<file path="src/rtl/scoped_symbol_table_top_defines.svh">
// Assertion macros for the scoped symbol table.
// Used by the top level only; no other dependencies.
`ifndef SCOPED_SYMBOL_TABLE_TOP_DEFINES_SVH
`define SCOPED_SYMBOL_TABLE_TOP_DEFINES_SVH

// Same-cycle implication, checked outside reset
`define SST_ASSERT_NOW(lbl, clk, rst_n, ante, cons) \
    lbl: assert property (@(posedge clk) disable iff (!(rst_n)) (ante) |-> (cons)) \
        else $error("scoped symbol table check failed");

// Next-cycle implication, checked outside reset
`define SST_ASSERT_NEXT(lbl, clk, rst_n, ante, cons) \
    lbl: assert property (@(posedge clk) disable iff (!(rst_n)) (ante) |=> (cons)) \
        else $error("scoped symbol table check failed");

`endif

</file>
<file path="src/rtl/scst_pkg.sv">
// Shared types and constants of the scoped symbol table.
// No dependencies.
package scst_pkg;

    localparam int LEVEL_W = 8;
    localparam int SLOT_W  = 8;

    typedef enum logic [2:0] {
        OP_CHAR    = 3'd0,
        OP_DECLARE = 3'd1,
        OP_LOOKUP  = 3'd2,
        OP_PUSH    = 3'd3,
        OP_POP     = 3'd4,
        OP_CLEAR   = 3'd5
    } t_op;

    typedef struct packed {
        t_op  op;
        logic too_long;
    } t_cmd;

    typedef struct packed {
        logic full;
        logic valid;
    } t_q_stat;

    typedef enum logic [0:0] {
        ST_IDLE = 1'b0,
        ST_SCAN = 1'b1
    } t_state;

endpackage

</file>
<file path="src/rtl/scst_front.sv">
// Front end: collects name bytes and forwards commands with a name snapshot.
// Depends on scst_pkg.
module scst_front #(
    parameter int NAME_BUFFER = 64
) (
    input  logic                     i_clk,
    input  logic                     i_rst_n,
    input  logic                     i_in_valid,
    output logic                     o_in_ready,
    input  logic [2:0]               i_mode,
    input  logic [7:0]               i_name_char,
    input  logic                     i_q_full,
    output logic                     o_q_push,
    output scst_pkg::t_cmd           o_q_cmd,
    output logic [NAME_BUFFER*8-1:0] o_q_name
);
    import scst_pkg::*;

    localparam int LENW = $clog2(NAME_BUFFER);

    logic [NAME_BUFFER-1:0][7:0] r_pend, n_pend;
    logic [LENW-1:0]             r_len, n_len;
    logic                        r_too_long, n_too_long;
    logic                        is_cmd;
    logic                        accept;

    // Classify the incoming mode
    always_comb begin
        unique case (i_mode)
            OP_DECLARE, OP_LOOKUP, OP_PUSH, OP_POP, OP_CLEAR: is_cmd = 1'b1;
            default:                                          is_cmd = 1'b0;
        endcase
    end

    assign o_in_ready     = is_cmd ? !i_q_full : 1'b1;
    assign accept         = i_in_valid && o_in_ready;
    assign o_q_push       = accept && is_cmd;
    assign o_q_cmd.op     = t_op'(i_mode);
    assign o_q_cmd.too_long = r_too_long;
    assign o_q_name       = r_pend;

    // Append bytes, empty the buffer after each command
    always_comb begin
        n_pend     = r_pend;
        n_len      = r_len;
        n_too_long = r_too_long;
        if (accept) begin
            if (is_cmd) begin
                n_pend     = '0;
                n_len      = '0;
                n_too_long = 1'b0;
            end else if (i_mode == OP_CHAR && i_name_char != 8'd0) begin
                if (r_len < LENW'(NAME_BUFFER - 1)) begin
                    n_pend[r_len] = i_name_char;
                    n_len         = r_len + 1'b1;
                end else begin
                    n_too_long = 1'b1;
                end
            end
        end
    end

    always_ff @(posedge i_clk) begin
        if (!i_rst_n) begin
            r_pend     <= '0;
            r_len      <= '0;
            r_too_long <= 1'b0;
        end else begin
            r_pend     <= n_pend;
            r_len      <= n_len;
            r_too_long <= n_too_long;
        end
    end

endmodule

</file>
<file path="config.mk">
export PLATFORM = sky130hd
export DESIGN_NAME = scst_front
export DESIGN_NICKNAME = d
export VERILOG_FILES = /design/src/rtl/scoped_symbol_table_top_defines.svh /design/src/rtl/scst_pkg.sv /design/src/rtl/scst_front.sv
export SDC_FILE = /design/constraint.sdc
export NUM_CORES = 1
export LEC_CHECK = 0
export ABC_AREA = 1
export BUFFER_PORTS_ARGS = -buffer_cell sky130_fd_sc_hd__buf_4
export CORE_UTILIZATION = 38
export CTS_CLUSTER_DIAMETER = 120
export CTS_CLUSTER_SIZE = 16
export DETAILED_ROUTE_END_ITERATION = 6
export PLACE_DENSITY = 0.68
export SLEW_MARGIN = 20
export SYNTH_ARGS = -nofsm -noshare
export SYNTH_HDL_FRONTEND = slang
export SYNTH_SLANG_ARGS = --single-unit
export TNS_END_PERCENT = 5
</file>
<file path="constraint.sdc">
create_clock -name i_clk -period 2.2 [get_ports i_clk]
set_input_delay 0.33 -clock i_clk [delete_from_list [all_inputs] [get_ports i_clk]]
set_output_delay 0.33 -clock i_clk [all_outputs]
set_load 0.02 [all_outputs]
</file>
==> impl_summary.txt <==
----------------------------------------------------
[Route]
  Via count of the routed design ... 20.99k
  Post-route antenna net violation count ... 0
  Routed WL per cell ... 20.63 um
  First-pass detailed-route iteration total ... 7
  Remaining routing DRC violations ... 0
  Detailed Route Iter0 Violations ... about 2.0k
  Total detailed-routing wirelength ... 78,090 um
  Avg Vias per Cell ... 5.545

[Worst setup path]
  Startpoint Class ... register
  Worst EP arrival ... between 2 and 3 ns
  Number of cells on the worst reg-to-reg path ... 10
  Crit Path Max Fanout ... 44
  Worst setup path class ... register to register
  Setup slack of the most critical reg-to-reg path ... 0.11 ns
  Critical path required time ... about 2.7 ns
  Endpoint class of the critical path ... register
  Endpoint of the most critical register-to-register path ... o_q_name[230]
  Reg-to-reg critical path startpoint ... r_len[0]

[Global routing]
  Global-route wire length before repair ... 114,100 um
  Vias in the first global route ... between 15k and 20k
  Congestion Overflow GR ... 0
  Met1 layer usage reported by global route ... 0.3442
  Aggregate global-route resource usage ... 0.2737
  Global routing usage on met3 ... 0.04838
  GR Util met2 ... 0.4589
  Busiest metal layer after global routing ... met2
  Largest net degree at the start of global routing ... 74
  Number of antenna violations at the first check in global routing ... 0

[Synth]
  Net count after synthesis ... 2,625
  Cell type with the largest total area after synthesis ... dfxtp_1
  Leading post-synthesis cells by cell area ... dfxtp_1 52%, nand3_1 13%, a21oi_1 13%
  Cell area after technology mapping ... 0.02007 mm^2
  Instance count of the mapped netlist ... 2,609
  XOR/XNOR Fraction of Synth Area ... 0.0008728
  Post-synthesis cell type count ... 23
  Synthesized-area fraction occupied by ao, oa, aoi and oai cells ... 0.1278
  Flops & latches, synth ... 519
  Post-synthesis mux area share ... 0
  Post-Synth Adder-Cell Area ... 0.0006234
  Post-Synth Simple-Gate Area ... 0.2918
  Dominant combinational cell family by area after synthesis ... simple AND/OR/NAND/NOR gates
  Mean area per synthesized cell ... 7.693 um^2
  Synth Warn # ... 0
  Fraction of the yosys area taken by sequential cells ... 0.5177
  Share of the synthesized area in the top cell type ... 0.5177

[CTS]
  Clock input transition at the sequential cells of the worst setup and hold paths ... roughly 0.080 ns
  Total number of H-tree levels ... 2
  Hold buffer count at CTS ... 0
  Max Root-Sink Buffers ... 3
  TritonCTS clock tree ... done
  Clk sinks ... 519
  Clock latency reported for the late side of the worst-skew pair ... 0.57 ns
  CTS Root Buffer Type ... clkbuf_16
  Total clock buffers created by CTS ... 38

[Place]
  Placed Area ... 0.02551 mm^2
  Port Buffer Count ... 532
  Final RePlAce weighted congestion ... 0.8821
  Half-perimeter wire length after detailed placement ... 52,590 um
  Worst slack, placed ... about 0.012 ns
  Placed insts ... 3,740

[Finish]
  Top library cells by usage in the layout, fill and taps aside ... 665 x nand2_1, 601 x buf_4, 526 x nand3_1
  Fraction of final layout cells with drive strength greater than 1 ... 0.2408
  Antenna fix cells ... 0
  Final design utilization ... 0.5144
  P&R area growth vs syn ... 32.55%
  Most common library cell in the layout ignoring fill and taps ... nand2_1
  Number of fill cells in the layout ... 4,858
  NumNets Final ... 3,121
  Sequential Area ... 0.01039 mm^2
  Final instance area ... 0.02660 mm^2
  Area of combinational cells with multiple inputs ... 0.008537 mm^2
  Non-filler cells in the finished layout ... 3,786

[Floorplan]
  Core Region ... 0.05172 mm^2
  Die width ... 231.8 um
  Core Rows ... 83
  Initial core utilization ... 0.3881
  Full die area ... 0.05374 mm^2
  Height of the die ... 231.8 um
  Boundary pin count ... between 500 and 600

[Job]
  Count of max-cap constraint violations ... 0

[Timing]
  Actual slew at the worst max-slew pin ... 0.6028 ns
  Setup WS post-layout ... 0.1130 ns
  Final setup fails ... 0
  Clock period minus worst slack ... 2.087 ns
  Post-route fraction of the period consumed by the critical path ... 0.9486
  Worst slack on hold paths ... 0.1119 ns
  Headroom to the max-slew limit ... 0.5981
  Setup repair after global routing missed its margin ... true
  Maximum clock frequency ... 479.2 MHz
  Final number of max-transition violations ... 0
  TNS Setup ... 0 ns
  Hold Vio Cnt, Final ... 0
  Post-route clock skew ... 0.02241 ns

[Pwr]
  Worst IR Drop VDD ... about 0.57 mV
  Power, Total ... between 15 and 20 mW
  Total power per unit cell area ... roughly 650 mW/mm^2
  Leak pwr ... 10.27 nW

[Min path]
  Min-Delay Endpoint ... o_q_name[508]
  Start point of the worst min-delay path ... i_rst_n
  Tightest Hold Check Type ... primary input to register
  Hold path depth ... 3

[Outcome]
  Result of the run ... complete, no violations

----------------------------------------------------
[worst max-delay path: stages (launching register included)]
cell     delay, ns
dfxtp_1       0.32
ha_1          0.21
nand2_1       0.13
nor2_2        0.09
nand2_4       0.11
nand3_1       0.13
nor2_4        0.21
buf_12        0.24
buf_12        0.24
nand3_1       0.11
a21oi_1       0.16
[report_power, final]
part,switching (mW),total [mW],internal (mW)
clock,3.27,6.44,3.16
sequential,0.00449,9.40,9.39
combinational,1.08,1.47,0.395
total,4.36,17.3,12.9
[worst max-delay path by stage]
stage | startpoint | to | slack (ns) | depth (start not counted)
after floorplan | i_mode[1] | o_q_push | 0.28 | 9
after detailed placement | i_mode[2] | o_q_name[183] | 0.01 | 10
after global routing | r_len[0] | o_q_name[244] | -0.06 | 10
after CTS | r_len[0] | o_q_name[45] | 0.03 | 9
final | r_len[0] | o_q_name[230] | 0.11 | 10
after global placement | i_mode[1] | o_q_name[44] | 0.07 | 9
[layout make-up]
class | instances | share of cell area
flip-flops and latches | 519 | 0.3905
multi-input cells | 1808 | 0.3209
repair buffers | 651 | 0.2066
clock buffers | 39 | 0.03668
well taps | 680 | 0.03198
inverters | 87 | 0.01260
clock inverters | 2 | 0.0007525
[repair_timing]
item,4_1_cts,5_1_grt
resized for setup,0,5
endpoints found under the setup margin,0,146
setup buffers,0,3
[logic make-up after synthesis]
kind of cell,after synthesis
buffers and inverters,282
flip-flops,519
XOR/XNOR,2
adder cells (fa/ha/maj),1
AO/OA/AOI/OAI,512
AND/OR/NAND/NOR,1293
[routing by layer]
layer	vias to the layer above	share of wire
li1	9802	-
met1	10010	0.39
met2	1018	0.49
met3	167	0.082
met4	0	0.039
met5	-	0
[registers in the layout, summed over array words and instances, names as in the netlist]
signal	flops
o_q_name	512
r_len	6
r_too_long	1
[Yosys cell counts]
cell	instances
nand3_1	526
a21oi_1	510
dfxtp_1	519
inv_2	18
nand2_1	665
xor2_1	2
nand4_2	10
clkbuf_1	69
ha_1	1
nand4_1	53
o31ai_1	1
nor3_2	11
nor2_2	9
clkinv_1	26
nor3_4	1
buf_1	7
nor2_4	2
nand2_2	2
inv_1	43
o21ai_1	1
buf_2	110
buf_4	9
nor2_1	14
(Power assumes the default switching activity.)
