--- src/rtl/scoped_symbol_table_top_defines.svh ---
// Assertion macros for the scoped symbol table.
// Used by the top level only; no other dependencies.
`ifndef SCOPED_SYMBOL_TABLE_TOP_DEFINES_SVH
`define SCOPED_SYMBOL_TABLE_TOP_DEFINES_SVH

// Same-cycle implication, checked outside reset
`define SST_ASSERT_NOW(lbl, clk, rst_n, ante, cons) \
    lbl: assert property (@(posedge clk) disable iff (!(rst_n)) (ante) |-> (cons)) \
        else $error("scoped symbol table check failed");

// Next-cycle implication, checked outside reset
`define SST_ASSERT_NEXT(lbl, clk, rst_n, ante, cons) \
    lbl: assert property (@(posedge clk) disable iff (!(rst_n)) (ante) |=> (cons)) \
        else $error("scoped symbol table check failed");

`endif

--- src/rtl/scst_pkg.sv ---
// Shared types and constants of the scoped symbol table.
// No dependencies.
package scst_pkg;

    localparam int LEVEL_W = 8;
    localparam int SLOT_W  = 8;

    typedef enum logic [2:0] {
        OP_CHAR    = 3'd0,
        OP_DECLARE = 3'd1,
        OP_LOOKUP  = 3'd2,
        OP_PUSH    = 3'd3,
        OP_POP     = 3'd4,
        OP_CLEAR   = 3'd5
    } t_op;

    typedef struct packed {
        t_op  op;
        logic too_long;
    } t_cmd;

    typedef struct packed {
        logic full;
        logic valid;
    } t_q_stat;

    typedef enum logic [0:0] {
        ST_IDLE = 1'b0,
        ST_SCAN = 1'b1
    } t_state;

endpackage

--- src/rtl/scst_queue.sv ---
// Two-entry command queue between front and back end.
// Depends on scst_pkg.
module scst_queue #(
    parameter int W = 8
) (
    input  logic               i_clk,
    input  logic               i_rst_n,
    input  logic               i_push,
    input  logic [W-1:0]       i_data,
    input  logic               i_pop,
    output logic [W-1:0]       o_data,
    output scst_pkg::t_q_stat  o_stat
);
    import scst_pkg::*;

    logic [1:0][W-1:0] r_mem;
    logic              r_wp, r_rp;
    logic [1:0]        r_cnt, n_cnt;

    assign o_stat.full  = (r_cnt == 2'd2);
    assign o_stat.valid = (r_cnt != 2'd0);
    assign o_data       = r_mem[r_rp];

    always_comb begin
        n_cnt = r_cnt + {1'b0, i_push} - {1'b0, i_pop};
    end

    // Store payload
    always_ff @(posedge i_clk) begin
        if (i_push) begin
            r_mem[r_wp] <= i_data;
        end
    end

    // Advance pointers
    always_ff @(posedge i_clk) begin
        if (!i_rst_n) begin
            r_wp  <= 1'b0;
            r_rp  <= 1'b0;
            r_cnt <= 2'd0;
        end else begin
            if (i_push) r_wp <= !r_wp;
            if (i_pop)  r_rp <= !r_rp;
            r_cnt <= n_cnt;
        end
    end

endmodule

--- config.mk ---
export PLATFORM = sky130hd
export DESIGN_NAME = scst_queue
export DESIGN_NICKNAME = d
export VERILOG_FILES = /design/src/rtl/scoped_symbol_table_top_defines.svh /design/src/rtl/scst_pkg.sv /design/src/rtl/scst_queue.sv
export SDC_FILE = /design/constraint.sdc
export NUM_CORES = 1
export LEC_CHECK = 0
export ABC_AREA = 1
export BUFFER_PORTS_ARGS = -buffer_cell sky130_fd_sc_hd__buf_2
export CORE_MARGIN = 4
export CORE_UTILIZATION = 40
export DETAILED_ROUTE_END_ITERATION = 6
export GPL_TIMING_DRIVEN = 0
export PLACE_DENSITY = 0.73
export SYNTH_ARGS = -nofsm -noshare
export SYNTH_HDL_FRONTEND = slang
export SYNTH_SLANG_ARGS = --single-unit
--- constraint.sdc ---
create_clock -name i_clk -period 1.6 [get_ports i_clk]
set_input_delay 0.16 -clock i_clk [delete_from_list [all_inputs] [get_ports i_clk]]
set_output_delay 0.16 -clock i_clk [all_outputs]
set_load 0.05 [all_outputs]
==> results, run 1 <==
- The run finished with clean final reports.
- OpenSTA, run right after detailed placement, puts the worst setup slack at 328 ps.
- Row generation in the floorplan step produced 16 rows.
- The synthesized netlist net count is 70.
- The setup violation total in the final timing report is 0.
- The diode insertion count for antenna repair is 0.
- For this run, the leading register cell type out of synthesis is sky130_fd_sc_hd__edfxtp_1.
- In the final routed layout, each cell accounts on average for 11.5 um.
- Setup slack on the critical path of the routed design comes to 132 ps.
- The number of stages on the worst hold path is 1.
- The detailed router used layers up to and including met4.
- Summed over all cells, the static leakage comes to 0.443 nW.
- The met3 wirelength from detailed routing is 74 um.
- The Yosys step of the flow raised 0 warnings.
- The H-tree depth reported by CTS is 1.
- From synthesis to final layout, the design area changed by 20.3%.
- In this run the mean area of a mapped cell was 14.5 sq um.
- After synthesis, the largest area contributor takes up 59.1% of total cell area.
- Gates resized during post-CTS repair numbered 0.
- Clock latency on the worst-skew pair, taken at its later pin, is 290 ps.
- The floorplan step defined a core boundary enclosing 1940 sq um.
- Sequential elements use 68.9% of the synthesized area.
- The number of global-route vias before repair came to 468.
- The post-route met1 wirelength is 501 um.
- Entering global routing, the biggest net connects 12 pins.
- The floorplan die height is 53.1 um.
- The worst min-delay path category is in -> reg.
- The post-synthesis cell area is 813 sq um.
- Setup repair after global routing left no endpoint under its margin.
- The die is 53.1 um wide.
- The type of destination of the critical path is an output port.
- After routing the design area is 978 sq um.
- Setup slack on the worst reg-to-reg path comes out at 310 ps.
- The routed via count divided by cell count is 4.35.
- In this run the tightest slew margin relative to its limit is 57.1%.
- The worst hold path begins at i_data[3].
- Counting flops with an async set or reset pin after synthesis yields a share of 0%.
- The pin slew with the least headroom to its limit is 642 ps.
- Ranked by instance count, the synthesized netlist is headed by sky130_fd_sc_hd__edfxtp_1, sky130_fd_sc_hd__nand2_1, sky130_fd_sc_hd__mux2_4, sky130_fd_sc_hd__inv_1, sky130_fd_sc_hd__nor2_1.
- The clock sink count is 20.
- The number of nets still failing antenna checks after routing is 0.
- Derived from the worst setup path, the maximum achievable clock frequency is 681 MHz.
- The global-route wire length before repair is 2010 um.
- Clock skew on the completed layout was measured at 3.19 ps.
- The largest fanout on the critical path is 10.
- The TritonCTS clock tree is done.
- The final critical path takes up 91.7% of the cycle.
- Together, buffers and inverters on the worst path number 2.
- The clock period could shrink to 1470 ps.
- Max-cap violations in this run came to 0.
- The cell at the slowest stage of the critical path is sky130_fd_sc_hd__dfxtp_1.
- At the worst endpoint, the arrival time is 1310 ps.
- The clock slew at the register clock pins of the worst setup and hold paths is 100 ps.
- The length of routed met2 wiring is 641 um.
- The final layout net count is 96.
- The largest single stage delay on the critical path is 340 ps.
- The cts-stage hold buffer count is 0.
- The number of iterations in the first detailed-routing pass is 4.
- For the worst setup path, the data required time is 1440 ps.
- The number of setup buffers added after CTS is 0.
- The worst hold path terminates at r_mem[3]$_DFFE_PP_.
- The final layout contains routed wiring with a total length of 1240 um.
- The worst register-to-register path ends at r_cnt[1]$_SDFF_PN0_.
- The cell sitting at the root of the clock tree is a sky130_fd_sc_hd__clkbuf_4.
- The global placement routability congestion is 0.641.
- The hold violation count in the final report is 0.
- For the worst flop-to-flop path, the logic depth is 8.
- Yosys instantiated no cell more often than sky130_fd_sc_hd__edfxtp_1.
- The initial antenna violation count was 0.
- The maximum buffer depth of the clock tree is 2.
- The count of cell types in the netlist is 10.
- The max-slew violation total from the final report was 0.
- After detailed placement, the total cell area comes to 952 sq um.
- The total global-route track usage is 10.6%.
- Cells fill 50.4% of the core in the end.
- After synthesis, the cell types taking the most area are sky130_fd_sc_hd__edfxtp_1, sky130_fd_sc_hd__mux2_4, sky130_fd_sc_hd__dfxtp_1.
- The worst register-to-register path begins at r_cnt[0]$_SDFF_PN0_.
- The number of instances in the synthesized netlist is 56.
- The worst setup path is launched from a flop.
- In this run, CTS created clock tree buffers numbering 3.
- The fraction of layout instances using a drive strength above 1 is 40.7%.
- After the first detailed-routing iteration, the DRC count stood at 1.
- Adding up every negative setup slack in the final design gives 0 ps.
- The total power density per cell area is 1120 nW/um^2.
- The die covers 2820 sq um.
- Once the floorplan was initialized, standard cells occupied 41.9% of the core.
- The worst setup path is of the reg -> out kind.
- Synthesis inferred 20 register bits.
- The number of remaining DRC errors is 0.
- Pin placement for this block handled 22 I/O pins.
- The via total after detailed routing is 470.
- The total global routing overflow is 0.
- The number of input and output port buffers inserted is 21.
- The post-synthesis cell type with the largest combined area is sky130_fd_sc_hd__edfxtp_1.
- The critical path goes through buf_6 -> mux2_4 -> buf_2.
- The cell family contributing the most delay on the critical path is buffers and inverters.
- The number of synthesized flops with an enable pin is 16.
- The highest ir drop seen on vdd is 0.625 mV.
- The half-perimeter wire length after detailed placement is 965 um.
[logic make-up after synthesis]
| group | synth area share, % |
|---|---|
| AOI/OAI and AO/OA | 0.615 |
| muxes | 14.8 |
| buffers and inverters | 4.62 |
| DFF | 68.9 |
| and+or+nand+nor | 8.00 |
| adders and majority gates | 3.08 |
[per-layer routing]
| layer | vias up | global-route usage [%] |
|---|---|---|
| met5 | - | 0 |
| met4 | 0 | 6.38 |
| met3 | 2 | 2.54 |
| met2 | 14 | 16.7 |
| met1 | 214 | 12.9 |
| li1 | 240 | - |
[placed cells by master, fill, tap and decap left out]
cell type and n:
sky130_fd_sc_hd__buf_2 21, sky130_fd_sc_hd__edfxtp_1 16, sky130_fd_sc_hd__buf_6 1, sky130_fd_sc_hd__nand2_1 9
sky130_fd_sc_hd__inv_1 7, sky130_fd_sc_hd__mux2_4 8, sky130_fd_sc_hd__clkbuf_4 3, sky130_fd_sc_hd__ha_1 2
sky130_fd_sc_hd__nor2_1 7, sky130_fd_sc_hd__nand3_1 1, sky130_fd_sc_hd__a21oi_1 1, sky130_fd_sc_hd__dfxtp_1 4
sky130_fd_sc_hd__clkbuf_1 1
[metrics by stage]
step           total power [mW]  hold slack, ps  std cells
3_5_place_dp              0.872             352        104
3_3_place_gp              0.862             348        104
6_report                   1.10            44.5        108
5_1_grt                    1.15            31.1        108
2_1_floorplan             0.813             258         56
4_1_cts                    1.11            32.1        108
[worst max-delay path by stage]
stage                   startpoint             endpoint  slack (ps)  cells after the start
2_1_floorplan  r_cnt[0]$_SDFF_PN0_  r_cnt[1]$_SDFF_PN0_         410                      8
3_3_place_gp   r_cnt[0]$_SDFF_PN0_  r_cnt[1]$_SDFF_PN0_         380                      8
3_5_place_dp   r_cnt[0]$_SDFF_PN0_  r_cnt[1]$_SDFF_PN0_         330                      8
4_1_cts          r_rp$_SDFFE_PN0P_            o_data[2]         110                      3
5_1_grt          r_rp$_SDFFE_PN0P_            o_data[3]          70                      3
6_report         r_rp$_SDFFE_PN0P_            o_data[2]         130                      3
[cell type report]
| class | count | area (sq um) |
|---|---|---|
| flip-flops and latches | 20 | 561 |
| inverters | 7 | 26.3 |
| well taps | 27 | 33.8 |
| plain buffers | 1 | 11.3 |
| multi-input cells | 28 | 215 |
| repair buffers | 21 | 105 |
| clock buffers | 4 | 26.3 |
| fillers | 179 | 963 |
[power breakdown]
part	internal, mW	switching, mW
combinational	0.0794	0.169
sequential	0.597	0.0112
clock	0.0971	0.142
total	0.774	0.322
[state kept, by name, summed over array words and instances, names as in the netlist]
signal	cells
r_mem	16
r_cnt	2
r_rp	1
r_wp	1
Note: power is estimated with default switching activity, not from simulation.
==> run 2, diff against run 1 <==
--- a/config.mk
+++ b/config.mk
@@ -12,6 +12,7 @@
 export DETAILED_ROUTE_END_ITERATION = 6
 export GPL_TIMING_DRIVEN = 0
 export PLACE_DENSITY = 0.73
+export RECOVER_POWER = 100
 export SYNTH_ARGS = -nofsm -noshare
 export SYNTH_HDL_FRONTEND = slang
 export SYNTH_SLANG_ARGS = --single-unit
==> results, run 2 (synthesized netlist as in run 1, its figures left out) <==
- The number of iterations in the first detailed-routing pass is 4.
- The clock passes through at most 2 buffers.
- The category of the worst setup path launch point is a flop.
- The clock period minus final worst setup slack is 1490 ps.
- After layout, the worst path uses 93.4% of the clock period.
- Across the run, the number of max-cap violations was 0.
- Per report_power, the clock group accounts for 21.8% of the total.
- Using the TritonRoute via totals, the vias-per-cell ratio works out to 4.35.
- The clock slew at the register clock pins of the worst setup and hold paths is 100 ps.
- Dividing total power by cell area gives a power density of 1120 nW/um^2.
- The largest stage delay on the critical path is 340 ps.
- The detail route stage leaves a number of antenna-violating nets equal to 0.
- The cell at the root of the clock tree is sky130_fd_sc_hd__clkbuf_4.
- The number of post-CTS setup repair buffers is 0.
- After clock tree synthesis, the repair step resized 0 gates.
- The max-slew violation total from the final report was 0.
- Together, buffers and inverters on the worst path number 2.
- The worst clock skew on the final layout is 3.02 ps.
- In this run switching power makes up 29.5% of total power.
- The via total after detailed routing is 470.
- The clock insertion delay at the later pin of the skew report is 290 ps.
- In this run the static leakage power is 0.431 nW.
- Once detailed placement completed, the half-perimeter wirelength came to 965 um.
- After detailed routing, the total wire length is 1240 um.
- The initial antenna violation count is 0.
- For this run, the total global-route usage over all layers was measured as 10.6%.
- The flow ran to the end, and the final reports show no timing, DRC or antenna violations.
- Counting instances, the worst hold path has a depth of 1.
- Setup repair after global routing left no endpoint under its margin.
- The cts-stage hold buffer count is 0.
- The area of all sequential standard cells is 561 sq um.
- The number of flip-flops under the largest register name is 16.
- The launch instance of the worst register-to-register path is r_cnt[0]$_SDFF_PN0_.
- Per report_power, the sequential group accounts for 55.7% of the total.
- 22 I/O pins were placed.
- The initial utilization of the core area, before any placement, comes to 41.9%.
- The highest ir drop seen on vdd is 0.619 mV.
- The hold violation count in the final report is 0.
- The launch point of the worst path is r_rp$_SDFFE_PN0P_.
- Headroom to the max-slew limit came out at 57.1%.
- The cell family with the largest share of critical-path delay is buffers and inverters.
- The floorplan step defined a die boundary enclosing 2820 sq um.
- The instance count on the critical path is 3.
- The global-route wire length before repair is 2010 um.
- Once placement finished, the instance area stood at 952 sq um.
- After the last flow step, the layout net total stands at 96.
- After floorplanning, the core was divided into 16 placement rows.
- The worst hold path startpoint is i_data[3].
- The final-layout worst hold slack is 44.5 ps.
- The filler cells instantiated in the layout total 182.
- The clock sink count is 20.
- The power spent charging and discharging nets is 0.322 mW.
- For this run, design rule violations remaining after detail routing come to 0.
- In the final layout, the registers with the most flip-flops are r_mem: 16 flops, r_cnt: 2 flops.
- The number of global-route vias before repair is 468.
- The library cells used most frequently in the layout, excluding fill and tap cells, are sky130_fd_sc_hd__edfxtp_1, sky130_fd_sc_hd__nand2_1, sky130_fd_sc_hd__clkbuf_2, sky130_fd_sc_hd__mux2_4.
- Entering global routing, the biggest net connects 12 pins.
- Counting flops per register, the top entry is r_mem.
- The number of buffers created by CTS is 3.
- At the pin with the least slew margin, the transition time is 641 ps.
- Traced cell by cell, the critical path runs through buf_6 -> mux2_4 -> clkbuf_2.
- The number of cells on the worst reg-to-reg path is 8.
- The H-tree depth reported by CTS is 1.
- The number of input and output port buffers inserted is 21.
- Summed over all failing endpoints, the final setup total negative slack is 0 ps.
- The signed area change from the synthesized netlist to the final layout is 19.5%.
- The floorplan die height is 53.1 um.
- The setup path with the least slack is of type reg -> out.
- The total overflow left after global routing is 0.
- The total area inside the core boundary comes to 1940 sq um.
- The TritonCTS clock tree is done.
- The multi-input gate area in the final layout is 215 sq um.
- The DRC violation total after the first TritonRoute iteration is 1.
- The worst endpoint data arrival time is 1330 ps.
- The count of placed standard cells in the final layout, fillers left out is 108.
- The largest fanout on the critical path is 10.
- The worst path required time is 1440 ps.
- The global placement routability congestion is 0.641.
- After detailed placement, the design holds a cell count of 104.
- The repair_antennas step left the layout with diodes totalling 0.
- The upper clock frequency limit is 669 MHz.
- Of the cells placed in the final design, the portion with a size suffix greater than 1 is 34.6%.
- Measured along the x axis, the die boundary spans 53.1 um.
- The worst hold path belongs to the class in -> reg.
- Setup violations remaining at the end of the flow were counted as 0.
- The part of the total power dissipated in combinational logic is 22.5%.
- The most common cell after layout, fill and taps aside is sky130_fd_sc_hd__edfxtp_1.
- STA classifies the critical path endpoint as an output port.
- At the end of the flow the core is filled with cells to 50.1%.
- The internal portion of the total power is 0.770 mW.
- The post-route standard cell area excluding fillers is 972 sq um.
- For this design, the slowest cell found on the critical path is sky130_fd_sc_hd__dfxtp_1.
- After detailed routing, the average wire length per cell comes to 11.4 um.
-- run 2: layer usage --
layer | global-route usage (%) | wire length, um | vias to the layer above
met4 | 6.38 | 20 | 0
met2 | 16.7 | 639 | 14
met3 | 2.54 | 73 | 2
met5 | 0 | 0 | -
li1 | - | - | 240
met1 | 12.9 | 502 | 214
-- run 2: path summary, 6_finish.rpt --
path | end | slack, ps
worst max register to register | r_cnt[1]$_SDFF_PN0_ | 310
worst min-delay path | r_mem[3]$_DFFE_PP_ | 40
worst max-delay path | o_data[2] | 110
worst min register to register | r_wp$_SDFFE_PN0P_ | 510
-- run 2: worst reg2reg max path: cells and delay by family (launching register included) --
kind / cells / cell delay, ps
simple gates: 2 / 130
flops: 1 / 340
compound gates: 1 / 130
fa+ha+maj: 2 / 440
buf+inv: 3 / 160
-- run 2: power groups by stage --
stage	combinational (mW)	clock [mW]	sequential [mW]
detailed placement	0.251	0	0.621
global route	0.270	0.270	0.612
global placement	0.243	0	0.618
floorplan	0.195	0	0.617
CTS	0.252	0.254	0.609
finish	0.245	0.239	0.608
-- run 2: final cells by class --
type	instances	share of cell area (%)
Multi-Input combinational cell	28	22.1
Buffer	1	1.16
Clock buffer	4	2.70
Inverter	7	2.70
Sequential cell	20	57.7
Timing Repair Buffer	21	10.2
Tap cell	27	3.47
-- run 2: through the flow --
step / setup WS [ps] / total power, mW
3_3_place_gp: 384 / 0.862
5_1_grt: 37.5 / 1.15
2_1_floorplan: 412 / 0.813
3_5_place_dp: 328 / 0.872
6_report: 106 / 1.09
4_1_cts: 106 / 1.11
